`src/rtl/ray_obb_slab_intersect_unit_defines.svh`:
```
// Assertion macros shared by the slab test RTL.
// Each check is clocked on clk and disabled while arst_n is low.
`ifndef RAY_OBB_SLAB_INTERSECT_UNIT_DEFINES_SVH
`define RAY_OBB_SLAB_INTERSECT_UNIT_DEFINES_SVH
`ifndef SYNTH
`define ROSI_ASSERT_IMP(lbl, ante, cons) \
	lbl: assert property (@(posedge clk) disable iff (!arst_n) (ante) |-> (cons)) \
		else $error("rosi: same-cycle check failed");
`define ROSI_ASSERT_NXT(lbl, ante, cons) \
	lbl: assert property (@(posedge clk) disable iff (!arst_n) (ante) |=> (cons)) \
		else $error("rosi: next-cycle check failed");
`else
`define ROSI_ASSERT_IMP(lbl, ante, cons)
`define ROSI_ASSERT_NXT(lbl, ante, cons)
`endif
`endif

```
`src/rtl/rosi_pkg.sv`:
```
`default_nettype none
package rosi_pkg;

	localparam int COMPONENT_WIDTH = 16;
	localparam int W        = COMPONENT_WIDTH;
	localparam int PACKED_W = 3 * W;
	localparam int FRAC_SH  = 14;
	localparam int D_W      = W + 1;
	localparam int PE_W     = W + D_W;
	localparam int PF_W     = 2 * W;
	localparam int E_W      = PE_W + 2;
	localparam int F_W      = PF_W + 2;
	localparam int LO_W     = W + FRAC_SH;
	localparam int SUM_W    = ((E_W > LO_W) ? E_W : LO_W) + 1;
	localparam int N_W      = SUM_W + FRAC_SH;
	localparam int Q_W      = 32;
	localparam int REM_W    = F_W;
	localparam int FAR_W    = 31;
	localparam int THR_W    = 15;
	localparam int PAR_W    = ((F_W > THR_W + FRAC_SH) ? F_W : THR_W + FRAC_SH);
	localparam int CFG_IDX_W = 1;
	localparam int CFG_DATA_W = FAR_W;

	localparam logic [CFG_IDX_W-1:0] CFG_FAR_LIMIT = 1'b0;
	localparam logic [CFG_IDX_W-1:0] CFG_PAR_THR   = 1'b1;

	localparam logic [FAR_W-1:0] FAR_RESET = 31'd25600000;
	localparam logic [THR_W-1:0] THR_RESET = 15'd16;

	localparam logic signed [31:0] DIST_MAX = 32'sh7FFF_FFFF;
	localparam logic signed [31:0] DIST_MIN = 32'sh8000_0000;

	typedef logic signed [W-1:0]     comp_t;
	typedef logic signed [D_W-1:0]   delta_t;
	typedef logic signed [PE_W-1:0]  prod_e_t;
	typedef logic signed [PF_W-1:0]  prod_f_t;
	typedef logic signed [E_W-1:0]   e_t;
	typedef logic signed [F_W-1:0]   f_t;
	typedef logic signed [LO_W-1:0]  lo_t;
	typedef logic signed [SUM_W-1:0] sum_t;
	typedef logic signed [N_W-1:0]   n_t;
	typedef logic [N_W-1:0]          mag_t;
	typedef logic [REM_W-1:0]        rem_t;
	typedef logic [PAR_W-1:0]        par_t;
	typedef logic [Q_W-1:0]          q_t;
	typedef logic signed [31:0]      dist_t;

	typedef struct packed {
		logic [PACKED_W-1:0] ray_origin_packed;
		logic [PACKED_W-1:0] ray_direction_packed;
		logic [PACKED_W-1:0] box_center_packed;
		logic [PACKED_W-1:0] box_axis_x_packed;
		logic [PACKED_W-1:0] box_axis_y_packed;
		logic [PACKED_W-1:0] box_axis_z_packed;
		logic [PACKED_W-1:0] box_low_corner_packed;
		logic [PACKED_W-1:0] box_high_corner_packed;
		logic signed [31:0]  best_distance;
	} in_t;

	typedef struct packed {
		logic               hit;
		logic signed [31:0] entry_distance;
		logic               closer;
		logic signed [31:0] new_best_distance;
	} out_t;

	// Per-item flags that ride alongside the dividers; quotient k of axis a is 2a+k.
	typedef struct packed {
		logic [2:0]  par;
		logic [2:0]  pmiss;
		logic [5:0]  neg;
		logic [5:0]  ovf;
		dist_t       best;
	} side_t;

endpackage
`default_nettype wire

```
`src/rtl/rosi_clip.sv`:
```
`default_nettype none
module rosi_clip (
	input  wire logic                          clk,
	input  wire logic                          arst_n,
	input  wire logic                          en,
	input  wire logic                          in_valid,
	input  wire logic [5:0][rosi_pkg::Q_W-1:0] q,
	input  wire rosi_pkg::side_t               side,
	input  wire logic [rosi_pkg::FAR_W-1:0]    far_limit,
	output logic                               out_valid,
	output rosi_pkg::out_t                     out_data
);

	// Signed quotient from magnitude, sign and overflow, clamped to the distance range.
	function automatic rosi_pkg::dist_t sat_div(input logic [rosi_pkg::Q_W-1:0] qm,
			input logic neg, input logic ovf);
		rosi_pkg::dist_t r;
		if (neg) begin
			r = (ovf || (qm > rosi_pkg::Q_W'(rosi_pkg::DIST_MIN))) ? rosi_pkg::DIST_MIN
				: -$signed(qm);
		end else begin
			r = (ovf || qm[rosi_pkg::Q_W-1]) ? rosi_pkg::DIST_MAX : $signed(qm);
		end
		return r;
	endfunction

	rosi_pkg::dist_t t_c [6];
	rosi_pkg::dist_t tmin_c, tmax_c;
	logic            hit_c;

	logic            v_sA, v_sB;
	rosi_pkg::dist_t tn_sA [3];
	rosi_pkg::dist_t tx_sA [3];
	logic [2:0]      std_sA;
	logic            pm_sA;
	rosi_pkg::dist_t best_sA;

	rosi_pkg::dist_t tmin_sB, tmax_sB;
	logic            pm_sB;
	rosi_pkg::dist_t best_sB;

	always_comb begin
		for (int k = 0; k < 6; k++) begin
			t_c[k] = sat_div(q[k], side.neg[k], side.ovf[k]);
		end
	end

	// Tighten [0, far] by each non-parallel axis.
	always_comb begin
		tmax_c = $signed({1'b0, far_limit});
		tmin_c = '0;
		for (int a = 0; a < 3; a++) begin
			if (std_sA[a] && (tx_sA[a] < tmax_c)) begin
				tmax_c = tx_sA[a];
			end
			if (std_sA[a] && (tn_sA[a] > tmin_c)) begin
				tmin_c = tn_sA[a];
			end
		end
		hit_c = !pm_sB && (tmax_sB >= tmin_sB);
	end

	always_ff @(posedge clk or negedge arst_n) begin
		if (!arst_n) begin
			v_sA      <= 1'b0;
			v_sB      <= 1'b0;
			out_valid <= 1'b0;
		end else if (en) begin
			v_sA      <= in_valid;
			v_sB      <= v_sA;
			out_valid <= v_sB;
		end
	end

	always_ff @(posedge clk) begin
		if (en) begin
			for (int a = 0; a < 3; a++) begin
				tn_sA[a]  <= (t_c[2*a] < t_c[2*a+1]) ? t_c[2*a] : t_c[2*a+1];
				tx_sA[a]  <= (t_c[2*a] < t_c[2*a+1]) ? t_c[2*a+1] : t_c[2*a];
				std_sA[a] <= !side.par[a];
			end
			pm_sA   <= |(side.par & side.pmiss);
			best_sA <= side.best;

			tmin_sB <= tmin_c;
			tmax_sB <= tmax_c;
			pm_sB   <= pm_sA;
			best_sB <= best_sA;

			out_data.hit               <= hit_c;
			out_data.entry_distance    <= hit_c ? tmin_sB : '0;
			out_data.closer            <= hit_c && (tmin_sB < best_sB);
			out_data.new_best_distance <= (hit_c && (tmin_sB < best_sB)) ? tmin_sB : best_sB;
		end
	end

endmodule
`default_nettype wire

```
`config.mk`:
```
export PLATFORM = sky130hd
export DESIGN_NAME = rosi_clip
export DESIGN_NICKNAME = d
export VERILOG_FILES = /design/src/rtl/ray_obb_slab_intersect_unit_defines.svh /design/src/rtl/rosi_pkg.sv /design/src/rtl/rosi_clip.sv
export SDC_FILE = /design/constraint.sdc
export NUM_CORES = 1
export LEC_CHECK = 0
export BUFFER_PORTS_ARGS = -buffer_cell sky130_fd_sc_hd__buf_4
export CAP_MARGIN = 20
export CORE_MARGIN = 5
export CORE_UTILIZATION = 61
export DETAILED_ROUTE_END_ITERATION = 7
export GPL_ROUTABILITY_DRIVEN = 1
export HOLD_SLACK_MARGIN = 0.03
export PLACE_DENSITY = 0.8
export SETUP_SLACK_MARGIN = 0.1
export SYNTH_ARGS = -nofsm -noshare
export SYNTH_HDL_FRONTEND = slang
export SYNTH_SLANG_ARGS = --single-unit
```
`constraint.sdc`:
```
create_clock -name clk -period 10.3 [get_ports clk]
set_input_delay 0.515 -clock clk [delete_from_list [all_inputs] [get_ports clk]]
set_output_delay 0.515 -clock clk [all_outputs]
set_load 0.005 [all_outputs]
```
==> results of run 1 <==
==> state kept, by name, summed over array words and instances, names as in the netlist <==
| name | flops |
|---|---|
| best_sA | 32 |
| best_sB | 32 |
| out_data | 66 |
| out_valid | 1 |
| pm_sA | 1 |
| pm_sB | 1 |
| std_sA | 3 |
| tmax_sB | 32 |
| tmin_sB | 32 |
| tn_sA | 96 |
| tx_sA | 96 |
| v_sA | 1 |
| v_sB | 1 |
==> per-layer routing <==
| metal | up-vias | part of all wire | wire (um) |
|---|---|---|---|
| met5 | - | 0 | 0 |
| met4 | 0 | 0.044 | 4390 |
| met3 | 204 | 0.085 | 8370 |
| met2 | 1326 | 0.48 | 47100 |
| met1 | 12700 | 0.39 | 38900 |
| li1 | 12300 | - | - |
==> logic make-up (layout without fill, tap and decap cells) <==
group | Yosys count | after routing | share of synthesized area
compound gates | 730 | 730 | 0.157
xor+xnor | 15 | 15 | 0.00453
fa+ha+maj | 318 | 318 | 0.130
buf+inv | 492 | 826 | 0.0611
flops | 394 | 394 | 0.386
mux | 358 | 358 | 0.124
other cells | 1 | 2 | 0.000122
simple gates | 820 | 820 | 0.137
==> per-stage QoR <==
stage          area, um2  hold WS, ns   util
2_1_floorplan      30600        0.219      -
3_3_place_gp       33900        0.303  0.678
3_5_place_dp       33900        0.306  0.678
4_1_cts            35200       0.0847  0.705
5_1_grt            35300       0.0929  0.706
6_report           35300        0.103  0.706
==> final timing paths <==
kind	end	startpoint	depth (start not counted)
min in group asynchronous	v_sA	arst_n	2
max in group asynchronous	v_sB	arst_n	2
setup / recovery	tmax_sB[11]	tx_sA[0][15]	30
setup reg to reg	tmax_sB[11]	tx_sA[0][15]	30
hold / removal	best_sA[28]	side[28]	1
hold reg to reg	best_sB[27]	best_sA[27]	0
==> layout make-up <==
cell class                 instances  area, um2
multi-input combinational       2242      17000
fill                            3752      14700
sequential                       394      11800
timing repair buffer             376       2830
inverter                         378       1420
clock buffer                      55       1110
tap                              672        841
clock inverter                    17        221
antenna                            1       2.50
==> synthesized netlist by cell type (all sizes together) (7+ instances only) <==
library cell,number
a211o,11
a211oi,31
a21o,98
a21oi,174
a221oi,14
a31oi,18
and2,39
buf,32
clkbuf,82
edfxtp,391
ha,318
inv,378
mux2,171
mux2i,187
nand2,214
nand2b,19
nand3,27
nand4,66
nand4b,7
nor2,165
nor2b,24
nor3,85
nor3b,28
nor4,31
o211ai,11
o21a,16
o21ai,170
o22a,7
o311ai,72
o31ai,41
o41ai,25
or2,22
or3,55
or4,13
xnor2,9
==> what timing repair did <==
action | CTS | global route
endpoints found under the hold margin | 3 | 0
buffers inserted | 0 | 0
resized for setup | 0 | 0
hold buffers | 1 | 0
==> where the power goes <==
group	internal, W	switching, W
registers	0.00212	0.000194
clock network	0.000842	0.000644
logic	0.000956	0.00125
total	0.00392	0.00209
==> run summary, run 1 <==
## Status
* result of the run: finished, final reports clean

## Placement
* routability cong.: 1.03
* number of port buffers: 343
* Setup Slack @ Placement: 1.60 ns
* Post-Place Cells: 4,057
* DP HPWL: 79.5 mm

## Yosys
* fraction of post-synthesis cell area in the top cell type by area: 0.383
* proportion of synthesized chip area in sequential cells: 0.386
* Gate Count Post-Synth: 3,128
* #FFs+latches synth: 394
* number of nets produced by synthesis: 3,723
* most common flop cell mapped by yosys: edfxtp_1
* count of warnings emitted by yosys: 0
* largest cells by area after synthesis: edfxtp_1 (38%), ha_1 (13%), mux2_2 (6.2%)
* most area-hungry cell type in the Yosys netlist: edfxtp_1
* post-synthesis area per instance: 9.79 um2
* asr flop ratio synth: 0.00761
* number of different library cells in the post-synthesis netlist: 81
* cell area after synthesis: 0.0306 mm2
* count of flip-flops with a built-in enable after synthesis: 391

## Worst setup path
* CP top delay family: compound AO/OA/AOI/OAI gates
* maximum fanout along the worst path: 32
* Worst Path Class, Setup: flip-flop to flip-flop
* startpoint kind of the worst setup timing path: flip-flop
* slowest stage delay, CP: 0.61 ns
* critical path data arrival time: 9.01 ns
* CP Capture Type: flip-flop
* slack of the worst reg-to-reg path: 1.60 ns
* buffering stage count on the worst path with inverters included: 2
* highest-delay cell along the critical path: or4b_2
* Critical Path RT: 10.61 ns
* most prevalent standard cell on the critical path: o21ai_0

## Job
* number of max-capacitance violations reported: 0

## Cells and area
* Final Instance Count excl. Fillers: 4,135
* highest-count cells in the layout ignoring fill and taps: edfxtp_1 (391), inv_1 (377), buf_4 (368)
* number of nets in the layout: 4,028
* most common cell after layout, fill and taps aside: edfxtp_1
* Syn-to-layout area delta: 15.1%
* share of cells above drive strength 1: 0.190

## STA
* RSZ-0062 raised after global routing: no
* Setup Total Neg Slack: 0 ns
* final worst slack: 1.60 ns
* final setup violating endpoints: 0
* number of hold-slack violations in the final timing report: 0
* normalized max-slew margin: 0.178
* Slew @ Worst Pin: 1.21 ns
* post-route fraction of the period consumed by the critical path: 0.844
* maximum clock frequency: 115 MHz
* Max Transition Viols Final: 0
* minimum clock period after layout: 8.70 ns
* clk_skew: 0.0252 ns

## CTS
* clock-pin transition on the worst setup and hold timing paths: 0.06 ns
* clock sink count: 394
* # H-tree levels: 2
* buffers from clock root to sink, at most: 3
* library cell used as clock root buffer: clkbuf_16
* TritonCTS Buffers: 41
* TritonCTS clock tree: done
* Clock Latency Late Sink: 0.59 ns

## Route
* post-detailed-routing wire length: 98.7 mm
* number of design-rule violations left by the first detailed-router iteration: 2,824
* DR pass1 iterations: 6
* routed wirelength normalized by instance count: 23.9 um
* total via count in the routed design: 26,500
* final antenna-violating net count: 0
* routed via count divided by cell count: 6.42
* Post-route DRC: 0

## GRT
* fraction of met2 tracks used by global routing: 0.584
* first-pass GRT wire length: 146 mm
* most used routing layer: met2
* initial antenna violation count: 1
* total gr overflow: 0
* largest net degree at the start of global routing: 85
* via count of the first global-routing pass: 24,900
* global-route met1 utilization: 0.459
* gr usage total: 0.346
* met3 layer usage reported by global route: 0.0435

## Power
* ratio of total power to cell area: 170 mW/mm2
* total power of the final layout: 0.00600 W
* reported leakage power: 15.6 nW
* peak supply drop: 0.128 mV

## Floorplanning
* width of the chip: 234 um
* IO Count: 344
* Initial Util: 0.613
* vertical extent of the die: 234 um
* core footprint: 0.0500 mm2
* Die Outline Area: 0.0548 mm2
* Cell Rows: 82

## Worst hold path
* class of the worst hold path: primary input to flip-flop

(Power assumes the default switching activity.)
==> inputs of run 2 (changes only) <==
clock period = 8.4 ns   (was 10.3 ns; I/O delays follow)
==> run 2 against run 1 <==
Net effect: worst setup slack got worse by 1.2 ns; register-to-register slack got worse by 1.2 ns; via count increased by 3.4%; final cell count increased by 1.5%; wire length increased by 3.8%; clock skew increased by 0.029 ns; critical path depth decreased by 1; non-clock buffer count increased by 58; sequential share of layout area decreased by 0.56 points; global-route usage increased by 1.1 points; highest routed layer unchanged.
==> run summary, run 2 (synthesis results as in run 1) <==
## Route
* Post-route DRC: 0
* final antenna-violating net count: 0
* total via count in the routed design: 27,400
* DR pass1 iterations: 6
* routed via count divided by cell count: 6.53
* post-detailed-routing wire length: 102 mm
* routed wirelength normalized by instance count: 24.4 um
* number of design-rule violations left by the first detailed-router iteration: 3,303

## STA
* Setup Total Neg Slack: 0 ns
* RSZ-0062 raised after global routing: no
* number of hold-slack violations in the final timing report: 0
* maximum clock frequency: 125 MHz
* post-route fraction of the period consumed by the critical path: 0.955
* final setup violating endpoints: 0
* minimum clock period after layout: 8.02 ns
* clk_skew: 0.0545 ns
* Slew @ Worst Pin: 1.22 ns
* normalized max-slew margin: 0.173
* Max Transition Viols Final: 0

## Floorplanning
* vertical extent of the die: 234 um
* Die Outline Area: 0.0548 mm2
* Initial Util: 0.613
* width of the chip: 234 um
* core footprint: 0.0500 mm2
* IO Count: 344
* Cell Rows: 82

## Cells and area
* fillers: 3,553
* highest-count cells in the layout ignoring fill and taps: buf_4 (393), edfxtp_1 (391), inv_1 (377)
* share of cells above drive strength 1: 0.197
* Final Instance Count excl. Fillers: 4,198
* combined area of the multi-input logic cells: 0.0170 mm2
* share of the core filled with cells: 0.718
* number of nets in the layout: 4,087
* most common cell after layout, fill and taps aside: buf_4
* Top Registers: tn_sA (96), tx_sA (96), out_data (66)
* flip-flop and latch area: 0.0118 mm2
* Syn-to-layout area delta: 17.0%

## Power
* peak supply drop: 0.154 mV
* total power of the final layout: 0.00745 W
* ratio of total power to cell area: 208 mW/mm2
* reported leakage power: 15.8 nW

## Worst hold path
* class of the worst hold path: primary input to flip-flop
* Hold Path Cell Cnt: 2

## CTS
* Clock Latency Late Sink: 0.61 ns
* clock sink count: 394
* buffers from clock root to sink, at most: 3
* library cell used as clock root buffer: clkbuf_16
* total setup buffers inserted after CTS: 0
* TritonCTS Buffers: 42
* # H-tree levels: 2
* TritonCTS clock tree: done
* clock-pin transition on the worst setup and hold timing paths: 0.06 ns

## Job
* number of max-capacitance violations reported: 0

## Placement
* DP HPWL: 80.2 mm
* Post-Place Cells: 4,085
* routability cong.: 1.00
* number of port buffers: 343

## Status
* result of the run: finished, final reports clean

## Worst setup path
* Critical Path RT: 8.73 ns
* Worst Path Class, Setup: flip-flop to flip-flop
* most prevalent standard cell on the critical path: nand4_1
* maximum fanout along the worst path: 31
* CP Capture Type: flip-flop
* slowest stage delay, CP: 0.57 ns
* startpoint kind of the worst setup timing path: flip-flop
* critical path data arrival time: 8.35 ns
* highest-delay cell along the critical path: nor3_1
* path depth of the worst reg2reg path: 29

## GRT
* gr usage total: 0.358
* first-pass GRT wire length: 151 mm
* largest net degree at the start of global routing: 201
* via count of the first global-routing pass: 25,800
* total gr overflow: 0
* initial antenna violation count: 1

-- run 2: changes by cell type in the layout (fill, tap and decap cells not counted), moves of 3 or more --
cell	change
clkbuf_2	-3
buf_4	+25
buf_12	+5
clkinv_1	+4
clkinv_2	+5
clkbuf_8	-3
dlygate4sd3_1	+32
-- run 2: what timing repair did --
item,4_1_cts,5_1_grt
hold buffers,33,0
endpoints found under the setup margin,0,52
resized for setup,0,10
hold endpoints to repair,35,0
-- run 2: stage by stage --
stage / area (um2) / setup WS [ns] / hold WS (ns)
floorplan: 30600 / 0.953 / 0.124
global placement: 34200 / 0.539 / 0.208
detailed placement: 34200 / 0.257 / 0.214
CTS: 35800 / 0.326 / 0.0649
global route: 35900 / 0.169 / 0.0801
finish: 35900 / 0.377 / 0.0778
-- run 2: layer usage --
metal	track usage	vias up	wire, um	part of all wire
met4	0.168	0	5580	0.054
li1	-	12500	-	-
met1	0.473	13200	40400	0.39
met5	0	-	0	0
met3	0.0440	278	8410	0.082
met2	0.590	1521	48100	0.47
-- run 2: where the power goes --
group | switching, W | internal, W | total (W)
Combinational | 0.00157 | 0.00122 | 0.00279
Clock | 0.000826 | 0.000973 | 0.00180
Sequential | 0.000254 | 0.00260 | 0.00286
Total | 0.00265 | 0.00480 | 0.00745
-- run 2: worst max-delay path, delay by kind of cell, from the launching register on --
family | cells | cell delay (ns)
fa+ha+maj | 2 | 0.49
xor+xnor | 2 | 0.36
buf+inv | 4 | 0.80
flops | 1 | 0.40
compound gates | 10 | 2.32
simple gates | 9 | 2.62
mux | 2 | 0.80
-- run 2: final timing paths --
| check | slack (ns) | from | end |
|---|---|---|---|
| max in group asynchronous | 8.14 | arst_n | v_sB |
| max reg2reg | 0.38 | tn_sA[0][5] | tmin_sB[12] |
| min | 0.08 | in_valid | v_sA |
| min reg2reg | 0.42 | best_sA[23] | best_sB[23] |
| max | 0.38 | tn_sA[0][5] | tmin_sB[12] |
| min in group asynchronous | 0.16 | arst_n | out_valid |
-- run 2: cell type report --
cell class / count / area share
multi-input cells: 2242 / 0.475
flip-flops and latches: 394 / 0.330
repair buffers: 434 / 0.0955
inverters: 378 / 0.0396
clock buffers: 52 / 0.0304
well taps: 672 / 0.0235
clock inverters: 25 / 0.00600
diodes: 1 / 0.0000698
